<file path="src/hw/rtl/opdt_pkg.sv">
// ============================================================================
// opdt_pkg: shared definitions for the one-shot/periodic deadline timer
// Request codes, configuration register indexes and fixed field widths.
// ============================================================================
package opdt_pkg;

    localparam int TICK_BITS_DEF = 64;
    localparam int CFG_DATA_W    = 64;
    localparam int CFG_IDX_W     = 1;
    localparam int REQ_W         = 2;
    localparam int REM_W         = 63;

    typedef enum logic [REQ_W-1:0] {
        REQ_START   = 2'd0,
        REQ_STOP    = 2'd1,
        REQ_CHECK   = 2'd2,
        REQ_TIMEOUT = 2'd3
    } req_t;

    localparam logic [CFG_IDX_W-1:0] REG_INTERVAL = 1'b0;
    localparam logic [CFG_IDX_W-1:0] REG_REPEAT   = 1'b1;

endpackage

</file>
<file path="src/hw/rtl/oneshot_periodic_deadline_timer_core.sv">
// ============================================================================
// oneshot_periodic_deadline_timer_core: deadline timer with period catch-up
// Keeps one deadline (zero means stopped) and serves start, stop, check and
// timeout requests, each of which carries the current tick.
// ============================================================================
// Usage. A request beat is taken on the s_ channel when s_valid and s_ready
// are both high; every request gives exactly one result beat on the m_
// channel. The block serves one request at a time, and s_ready is high only
// while it is idle. Start, stop, a check that finds the timer still running
// and a timeout notice that does not match pass from acceptance through
// ST_EXEC and ST_RESULT to m_valid. A request that finds a repeating timer
// expired runs the restoring divider, which develops one remainder bit per
// cycle, then ST_ADJ and, if needed, ST_FIN; a stalled output adds its wait.
// The result sits in an output register, so a new request is accepted while
// the previous beat still waits for m_ready; the block only holds in its
// final step when that register is still occupied. Configuration is written
// through cfg_wr_en, cfg_index and cfg_wdata; the user must do this only
// whilst the block is idle, which the block does not enforce. Reset stops
// the timer, sets a one-tick interval and one-shot mode; no result is pending.
// ============================================================================
module oneshot_periodic_deadline_timer_core #(
    parameter int TICK_BITS = opdt_pkg::TICK_BITS_DEF
) (
    input  logic                             aclk,
    input  logic                             aresetn,
    input  logic                             cfg_wr_en,
    input  logic [opdt_pkg::CFG_IDX_W-1:0]   cfg_index,
    input  logic [opdt_pkg::CFG_DATA_W-1:0]  cfg_wdata,
    input  logic                             s_valid,
    output logic                             s_ready,
    input  logic [opdt_pkg::REQ_W-1:0]       s_req_type,
    input  logic [TICK_BITS-1:0]             s_now_tick,
    input  logic [TICK_BITS-1:0]             s_expired_tick,
    output logic                             m_valid,
    input  logic                             m_ready,
    output logic                             m_fired,
    output logic                             m_must_wait,
    output logic [opdt_pkg::REM_W-1:0]       m_remaining_ticks,
    output logic                             m_running,
    output logic                             m_changed
);

    localparam int CNT_W = $clog2(TICK_BITS);

    typedef enum logic [2:0] {
        ST_IDLE,
        ST_EXEC,
        ST_DIV,
        ST_ADJ,
        ST_FIN,
        ST_RESULT
    } state_t;

    state_t                        state_reg, state_next;
    opdt_pkg::req_t                req_reg;
    logic [TICK_BITS-1:0]          now_reg;
    logic [TICK_BITS-1:0]          seen_reg;
    logic [TICK_BITS-1:0]          deadline_reg, deadline_next;
    logic [TICK_BITS-1:0]          iv_reg, iv_next;
    logic                          repeat_reg, repeat_next;
    logic [TICK_BITS-1:0]          dvd_reg, dvd_next;
    logic [TICK_BITS-1:0]          rem_reg, rem_next;
    logic [CNT_W-1:0]              cnt_reg, cnt_next;
    logic                          res_fired_reg, res_fired_next;
    logic                          res_wait_reg, res_wait_next;
    logic [opdt_pkg::REM_W-1:0]    res_rem_reg, res_rem_next;
    logic                          res_changed_reg, res_changed_next;
    logic                          m_valid_reg, m_valid_next;
    logic                          m_fired_reg, m_fired_next;
    logic                          m_wait_reg, m_wait_next;
    logic [opdt_pkg::REM_W-1:0]    m_rem_reg, m_rem_next;
    logic                          m_running_reg, m_running_next;
    logic                          m_changed_reg, m_changed_next;

    logic [TICK_BITS-1:0]          cfg_iv;
    logic [TICK_BITS-1:0]          start_sum;
    logic [TICK_BITS-1:0]          check_diff;
    logic [opdt_pkg::REM_W:0]      check_diff_ext;
    logic [TICK_BITS:0]            trial;
    logic [TICK_BITS+1:0]          trial_sub;
    logic                          recalc;

    assign cfg_iv         = cfg_wdata[TICK_BITS-1:0];
    assign start_sum      = now_reg + iv_reg;
    assign check_diff     = deadline_reg - now_reg;
    assign check_diff_ext = (opdt_pkg::REM_W + 1)'(check_diff);
    assign trial          = {rem_reg, dvd_reg[TICK_BITS-1]};
    assign trial_sub      = {1'b0, trial} - {2'b00, iv_reg};

    always_comb begin
        state_next       = state_reg;
        deadline_next    = deadline_reg;
        iv_next          = iv_reg;
        repeat_next      = repeat_reg;
        dvd_next         = dvd_reg;
        rem_next         = rem_reg;
        cnt_next         = cnt_reg;
        res_fired_next   = res_fired_reg;
        res_wait_next    = res_wait_reg;
        res_rem_next     = res_rem_reg;
        res_changed_next = res_changed_reg;
        m_valid_next     = m_valid_reg && !m_ready;
        m_fired_next     = m_fired_reg;
        m_wait_next      = m_wait_reg;
        m_rem_next       = m_rem_reg;
        m_running_next   = m_running_reg;
        m_changed_next   = m_changed_reg;
        recalc           = 1'b0;

        if (cfg_wr_en) begin
            unique case (cfg_index)
                opdt_pkg::REG_INTERVAL: begin
                    iv_next = (cfg_iv == '0) ? TICK_BITS'(1) : cfg_iv;
                end
                opdt_pkg::REG_REPEAT: begin
                    repeat_next = cfg_wdata[0];
                end
                default: begin
                end
            endcase
        end

        unique case (state_reg)
            ST_IDLE: begin
                if (s_valid) begin
                    state_next = ST_EXEC;
                end
            end
            ST_EXEC: begin
                res_fired_next   = 1'b0;
                res_wait_next    = 1'b0;
                res_rem_next     = '0;
                res_changed_next = 1'b0;
                unique case (req_reg)
                    opdt_pkg::REQ_START: begin
                        if (deadline_reg == '0) begin
                            deadline_next    = start_sum;
                            res_changed_next = (start_sum != '0);
                        end
                    end
                    opdt_pkg::REQ_STOP: begin
                        if (deadline_reg != '0) begin
                            deadline_next    = '0;
                            res_changed_next = 1'b1;
                        end
                    end
                    opdt_pkg::REQ_CHECK: begin
                        if (deadline_reg == '0) begin
                            res_wait_next = 1'b1;
                        end else if (check_diff[TICK_BITS-1]) begin
                            res_fired_next = 1'b1;
                            recalc         = 1'b1;
                        end else begin
                            res_wait_next = 1'b1;
                            res_rem_next  = check_diff_ext[opdt_pkg::REM_W-1:0];
                        end
                    end
                    opdt_pkg::REQ_TIMEOUT: begin
                        if (deadline_reg != '0 && deadline_reg == seen_reg) begin
                            recalc = 1'b1;
                        end
                    end
                    default: begin
                    end
                endcase
                state_next = ST_RESULT;
                if (recalc) begin
                    if (!repeat_reg) begin
                        deadline_next = '0;
                    end else begin
                        dvd_next   = now_reg - deadline_reg;
                        rem_next   = '0;
                        cnt_next   = '0;
                        state_next = ST_DIV;
                    end
                end
            end
            ST_DIV: begin
                dvd_next = {dvd_reg[TICK_BITS-2:0], 1'b0};
                rem_next = trial_sub[TICK_BITS+1] ? trial[TICK_BITS-1:0]
                                                  : trial_sub[TICK_BITS-1:0];
                cnt_next = cnt_reg + CNT_W'(1);
                if (cnt_reg == CNT_W'(TICK_BITS - 1)) begin
                    state_next = ST_ADJ;
                end
            end
            ST_ADJ: begin
                if (rem_reg == '0) begin
                    deadline_next = now_reg;
                    state_next    = ST_RESULT;
                end else begin
                    rem_next   = iv_reg - rem_reg;
                    state_next = ST_FIN;
                end
            end
            ST_FIN: begin
                deadline_next = now_reg + rem_reg;
                state_next    = ST_RESULT;
            end
            ST_RESULT: begin
                if (!m_valid_reg || m_ready) begin
                    m_valid_next   = 1'b1;
                    m_fired_next   = res_fired_reg;
                    m_wait_next    = res_wait_reg;
                    m_rem_next     = res_rem_reg;
                    m_running_next = (deadline_reg != '0);
                    m_changed_next = res_changed_reg;
                    state_next     = ST_IDLE;
                end
            end
            default: begin
                state_next = ST_IDLE;
            end
        endcase
    end

    always_ff @(posedge aclk) begin
        if (state_reg == ST_IDLE && s_valid) begin
            req_reg  <= opdt_pkg::req_t'(s_req_type);
            now_reg  <= s_now_tick;
            seen_reg <= s_expired_tick;
        end
        dvd_reg         <= dvd_next;
        rem_reg         <= rem_next;
        cnt_reg         <= cnt_next;
        res_fired_reg   <= res_fired_next;
        res_wait_reg    <= res_wait_next;
        res_rem_reg     <= res_rem_next;
        res_changed_reg <= res_changed_next;
        m_fired_reg     <= m_fired_next;
        m_wait_reg      <= m_wait_next;
        m_rem_reg       <= m_rem_next;
        m_running_reg   <= m_running_next;
        m_changed_reg   <= m_changed_next;
        if (!aresetn) begin
            state_reg    <= ST_IDLE;
            deadline_reg <= '0;
            iv_reg       <= TICK_BITS'(1);
            repeat_reg   <= 1'b0;
            m_valid_reg  <= 1'b0;
        end else begin
            state_reg    <= state_next;
            deadline_reg <= deadline_next;
            iv_reg       <= iv_next;
            repeat_reg   <= repeat_next;
            m_valid_reg  <= m_valid_next;
        end
    end

    assign s_ready           = (state_reg == ST_IDLE);
    assign m_valid           = m_valid_reg;
    assign m_fired           = m_fired_reg;
    assign m_must_wait       = m_wait_reg;
    assign m_remaining_ticks = m_rem_reg;
    assign m_running         = m_running_reg;
    assign m_changed         = m_changed_reg;

`ifndef SYNTH
    // The deadline only moves whilst a request is being worked on.
    assert property (@(posedge aclk) disable iff (!aresetn)
        state_reg == ST_IDLE |=> $stable(deadline_reg))
        else $error("deadline changed while the timer was idle");

    // The partial remainder must stay below the interval throughout division.
    assert property (@(posedge aclk) disable iff (!aresetn)
        state_reg == ST_DIV |-> rem_reg < iv_reg)
        else $error("divider remainder reached the interval");

    assert property (@(posedge aclk) disable iff (!aresetn)
        m_valid_reg && m_fired_reg |-> !m_wait_reg && m_rem_reg == '0)
        else $error("fired beat also reports waiting or remaining ticks");

    assert property (@(posedge aclk) disable iff (!aresetn)
        m_valid_reg && m_changed_reg |-> !m_fired_reg && !m_wait_reg)
        else $error("changed flag on a beat from a check request");
`endif

endmodule
</file>
<file path="config.mk">
export PLATFORM = sky130hd
export DESIGN_NAME = oneshot_periodic_deadline_timer_core
export DESIGN_NICKNAME = d
export VERILOG_FILES = /design/src/hw/rtl/opdt_pkg.sv /design/src/hw/rtl/oneshot_periodic_deadline_timer_core.sv
export SDC_FILE = /design/constraint.sdc
export NUM_CORES = 2
export LEC_CHECK = 0
export BUFFER_PORTS_ARGS = -buffer_cell sky130_fd_sc_hd__buf_4
export CAP_MARGIN = 20
export CORE_MARGIN = 10
export CORE_UTILIZATION = 56
export CTS_CLUSTER_SIZE = 12
export DETAILED_ROUTE_END_ITERATION = 6
export PLACE_DENSITY = 0.74
export SETUP_SLACK_MARGIN = 0.4
export SYNTH_ARGS = -nofsm -noshare
export SYNTH_HDL_FRONTEND = slang
export SYNTH_SLANG_ARGS = --single-unit
</file>
<file path="constraint.sdc">
create_clock -name aclk -period 18.9 [get_ports aclk]
set_input_delay 3.78 -clock aclk [delete_from_list [all_inputs] [get_ports aclk]]
set_output_delay 3.78 -clock aclk [all_outputs]
set_load 0.01 [all_outputs]
</file>
---- Yosys cells after proc, flatten, opt, wreduce, memory -nomap -nowiden ----
Cells that the tools add are included.
W data, S select, Z words.
word-level totals
  register bits after elaboration ......... 530
  latch bits .............................. 0
  bits in writable memories ............... 0
  memory bits (read-only) ................. 0
  memories ................................ 0
operators by class
  add/subtract/negate cells ............... 7
  multipliers ............................. 0
  div/mod/pow operators ................... 0
  order comparisons ....................... 0
  eq/ne operators ......................... 17
  shift operators ......................... 0
  mux-type cells .......................... 38
  bitwise logic cells ..................... 2
  reduce and logical (&&, ||, !) cells .... 24
operator list
  operator               number
  $mux W64               12
  $pmux W64 S3           2
  $pmux W64 S2           2
  $logic_not A64 Y1      3
  $sub A64 B64 Y64       3
  $add A64 B64 Y64       2
  $reduce_bool A64 Y1    2
  $sub A65 B64 Y66       1
  $eq A64 B64 Y1         1
  $pmux W3 S6            1
  $mux W3                5
  $ne A2 B2 Y1 const B   7
  $mux W6                2
  $pmux W6 S2            1
  $mux W1                11
  $reduce_and A2 Y1      4
  $add A6 B1 Y6 const B  1
  $eq A3 B2 Y1 const B   2
  $eq A3 B3 Y1 const B   2
  $eq A6 B6 Y1 const B   1
  $reduce_and A3 Y1      2
  $reduce_bool A3 Y1     2
  $eq A2 B2 Y1 const B   2
  $pmux W1 S2            2
  other kinds (11)       15

---- Longest topological paths before layout ----
  depth after elaboration ................. 7
  mapped depth ............................ 18

---- Worst setup path before layout ----
No wires, ideal clock.
  path type ............................... input-to-reg
  start point ............................. input s_valid
  end point ............................... register now_reg[0], enable pin
  library setup time ...................... 0.778 ns
  arrival ................................. 12.612 ns
  required time ........................... 18.122 ns
  setup slack ............................. 5.510 ns
  stages .................................. 2
  buffers on the path ..................... 0
  cell sequence ........................... nand2_1 nor3_1
on the way
  word-level cells in the longest chain between the ends .. 1
RTL lines
  item                  RTL line                                     text
  from (decl)           oneshot_periodic_deadline_timer_core.sv:29   input logic s_valid,
  $logic_and A1 B1 Y1   oneshot_periodic_deadline_timer_core.sv:218  if (state_reg == ST_IDLE && s_valid) begin
  to (signal assigned)  oneshot_periodic_deadline_timer_core.sv:220  now_reg <= s_now_tick;
  to (decl)             oneshot_periodic_deadline_timer_core.sv:56   logic [TICK_BITS-1:0] now_reg;
Every way passes these cells.
A chain may end at the register's enable or synchronous reset.

---- Final worst setup path ----
  start point ............................. register rem_reg[0]
  end point ............................... register rem_reg[58] (data pin)
on the way
  word-level cells in the longest chain between the ends .. 3
  elaborated cells between the ends (all ways) .. 5
RTL lines
  item                                                         RTL line                                                                                  text
  from (decl)                                                  oneshot_periodic_deadline_timer_core.sv:62                                                logic [TICK_BITS-1:0] rem_reg, rem_next;
  from (signal assigned)                                       oneshot_periodic_deadline_timer_core.sv:224                                               rem_reg <= rem_next;
  $sub A65 B64 Y66 / $sub A64 B64 Y64 (equally long branches)  oneshot_periodic_deadline_timer_core.sv:88, oneshot_periodic_deadline_timer_core.sv:192
  $mux W64 (on tied branches)                                  oneshot_periodic_deadline_timer_core.sv:180, oneshot_periodic_deadline_timer_core.sv:188
  $pmux W64 S3 *                                               oneshot_periodic_deadline_timer_core.sv:123                                               unique case (state_reg)
  via rem_next[58]                                             oneshot_periodic_deadline_timer_core.sv:62
Mark *: on every way through the listed nets, which the timed path passes. The rest lies on a longest branch. The select of a mux whose other input is x is not followed.

==> key figures <==
Outcome
  • Run status: finished with violations
  • Violated checks: DRC

STA
  • Tcrit/Tclk final: between 20 and 30%
  • Min Tclk post-route: 5.572 ns
  • RSZ-0062 raised after global routing: no
  • Worst hold slack: about 0.42 ns
  • Setup_tns: 0 ns
  • Crit path setup slack, layout: between 10 and 15 ns
  • Max Transition Viols Final: 0
  • Max-slew headroom: between 20% and 30%
  • Fin. Hold Viols: 0
  • FMAX: roughly 180 MHz
  • Clock tree skew after final layout: 0.04282 ns
  • Final count of negative-setup-slack endpoints: 0
  • Worst slew pin tran: 1.192 ns

Pwr
  • Pwr Total: about 4200 µW
  • Psw: 1605 µW
  • P_leak: 0.01961 µW
  • Peak VDD IR: 0.00008880 V
  • Pwr dens: 87.22 mW/mm²
  • Combinational cell fraction of total power: a little over a third
  • Internal power: 2620 µW
  • Power share of the sequential group: a little over a third
  • Sw frac: a little under two fifths
  • Clock power share: 27.9%

Synth
  • Cell Area, Synth: approximately 0.044 mm²
  • Synth Instances: 5197
  • Syn. warnings: 0
  • Post-synthesis cell type count: 86
  • Number of enable flip-flop cells after synthesis: roughly 400
  • Ys flop type: edfxtp_1
  • Syn avg cell area: 8.425 µm²
  • Async SR Flop Fraction: 0%
  • Mapped Nets: 5783
  • Share of the yosys chip area belonging to registers: 33.31%
  • Synth Register Bits: 530

Finish
  • Filler Cells Inserted: around 6800
  • Layout area overhead: 10.63%
  • Most common cell after layout, fill and taps aside: a21oi_1
  • Final #Nets: 5899
  • Final instance area: 0.04844 mm²
  • Antenna diode count: 0
  • Layout cell share with drive strength beyond 1: 8.770%
  • Most frequent cells in the layout: a21oi_1 (623), nand2_1 (486), edfxtp_1 (397)

CTS
  • Clock Latency Late Sink: 0.68 ns
  • CTS tree: yes
  • Clock sink count: 530
  • CTS Buffer Depth: 3
  • Cts bufs inserted: 60
  • Clock root cell: clkbuf_16
  • Clk pin slew, worst setup/hold paths: roughly 0.060 ns
  • Post-CTS Resized: 0
  • Post-CTS setup buffer count: 0
  • CTS Hold Bufs: 0
  • H-tree Lvls: 2

Global route
  • Gr usage total: 34.38%
  • Largest net degree at the start of global routing: 131
  • Global-route wire length before repair: 239200 µm
  • Via count of the first global-routing pass: 38750
  • Initial antenna violation count: 1
  • Gr ovfl total: 0

Worst setup path
  • CP max stage cell: nor4b_1
  • Critical path required time: 19.40 ns
  • CP Launch Type: register
  • Bufs and invs on worst path: 1
  • Worst path most repeated cell: o21ai_0
  • Largest delay share family, worst path: compound AO/OA/AOI/OAI gates
  • Arrival time of the worst setup path: 6.07 ns
  • Crit path largest cell delay: 0.78 ns
  • Crit path kind: register to register
  • Worst Path Max Fanout: 87
  • CP cell instances: ha_1 > nor2b_1 > o21a_1 > o21ai_0 > a2111oi_2 > nor4b_1 > o311a_1 > o41ai_2 > a41oi_1 > o21a_4 > buf_4 > and2_1 > a22oi_1 > o21ai_0
  • Critical Path Sink Type: register

Floorplan
  • Die W: 299.6 µm
  • Die H: approximately 300 µm
  • Starting density of the core: 56.52%
  • Core area: 0.07747 mm²
  • # IOs: 269
  • # rows: 102
  • Die ar.: 0.08977 mm²

Min path
  • Tightest Hold Check Type: register to register

Drt
  • Pre-antenna DRT Iters: 7
  • Drt initial violations: 4994
  • DR vias/cell: 6.538
  • Detail Route Antenna Nets: 0
  • Final wirelength: between 150000 and 200000 µm
  • Drc violations: 2
  • Wire length per cell: about 25 µm
  • Vias: 41830

Job
  • MaxCap Viol Count: 0

Placed design
  • Placed inst area: 0.04648 mm²
  • Placer Congestion: 0.9994
  • Detailed Place HPWL: between 100000 and 150000 µm
  • Port Buffers: 268
  • Dpl ws: 13.07 ns
## routing by layer
layer	GRT usage [%]	wire (µm)	up-vias
li1	-	-	19400
met1	48.78	68820	19810
met2	51.84	68690	2297
met3	4.094	16590	329
met4	15.83	8284	0
met5	0	0	-
## final cells by class
class / instances / area (µm²) / share of cell area (%)
Inverter: 347 / 1303 / 2.689
Clock inverter: 19 / 240.2 / 0.4960
Multi-Input combinational cell: 4072 / 27020 / 55.79
Timing Repair Buffer: 302 / 2272 / 4.691
Clock buffer: 89 / 1714 / 3.539
Tap cell: 1040 / 1301 / 2.686
Sequential cell: 530 / 14580 / 30.11
## synthesized netlist by cell type, drive strengths merged (62+ instances only)
cell type | instances | area, µm²
a21o | 242 | 1817
nand4 | 104 | 650.6
nor3 | 72 | 360.4
ha | 380 | 4755
dfxtp | 133 | 2663
nor2 | 399 | 1500
o22ai | 67 | 419.2
xor2 | 172 | 1506
nor4 | 75 | 515.5
nand3 | 83 | 415.4
xnor2 | 210 | 1839
clkbuf | 220 | 825.8
o21bai | 83 | 623.1
o21ai | 310 | 1551
a221oi | 62 | 549.3
nand2 | 488 | 1832
a21oi | 623 | 3118
inv | 347 | 1303
edfxtp | 397 | 11920
## worst paths after layout
path / start / endpoint / slack, ns / cells past startpoint
max: rem_reg[0] / rem_reg[58] / 13.33 / 14
min: res_rem_reg[35] / m_remaining_ticks[35] / 0.42 / 0
max reg2reg: rem_reg[0] / rem_reg[58] / 13.33 / 14
min reg2reg: res_rem_reg[35] / m_remaining_ticks[35] / 0.42 / 0
## metrics by stage
step | instances | util, %
floorplan | 5197 | -
global placement | 6288 | 59.98
detailed placement | 6291 | 60.00
CTS | 6399 | 62.53
global route | 6399 | 62.53
finish | 6399 | 62.53
## power groups by stage
stage	registers, µW	logic (µW)	clock network [µW]
global route	1540	1630	1230
global placement	1550	1450	0
finish	1540	1510	1180
CTS	1530	1470	1190
detailed placement	1550	1460	0
floorplan	1490	1050	0
## cell families after synthesis
family                   Yosys count  share of synthesized area [%]
multiplexers                      30                         0.7030
adder cells (fa/ha/maj)          386                          11.13
flip-flops                       530                          33.31
AO/OA/AOI/OAI                   1801                          26.12
AND/OR/NAND/NOR                 1473                          15.94
XOR/XNOR                         382                          7.641
buffers and inverters            595                          5.152
(Power assumes the default switching activity.)
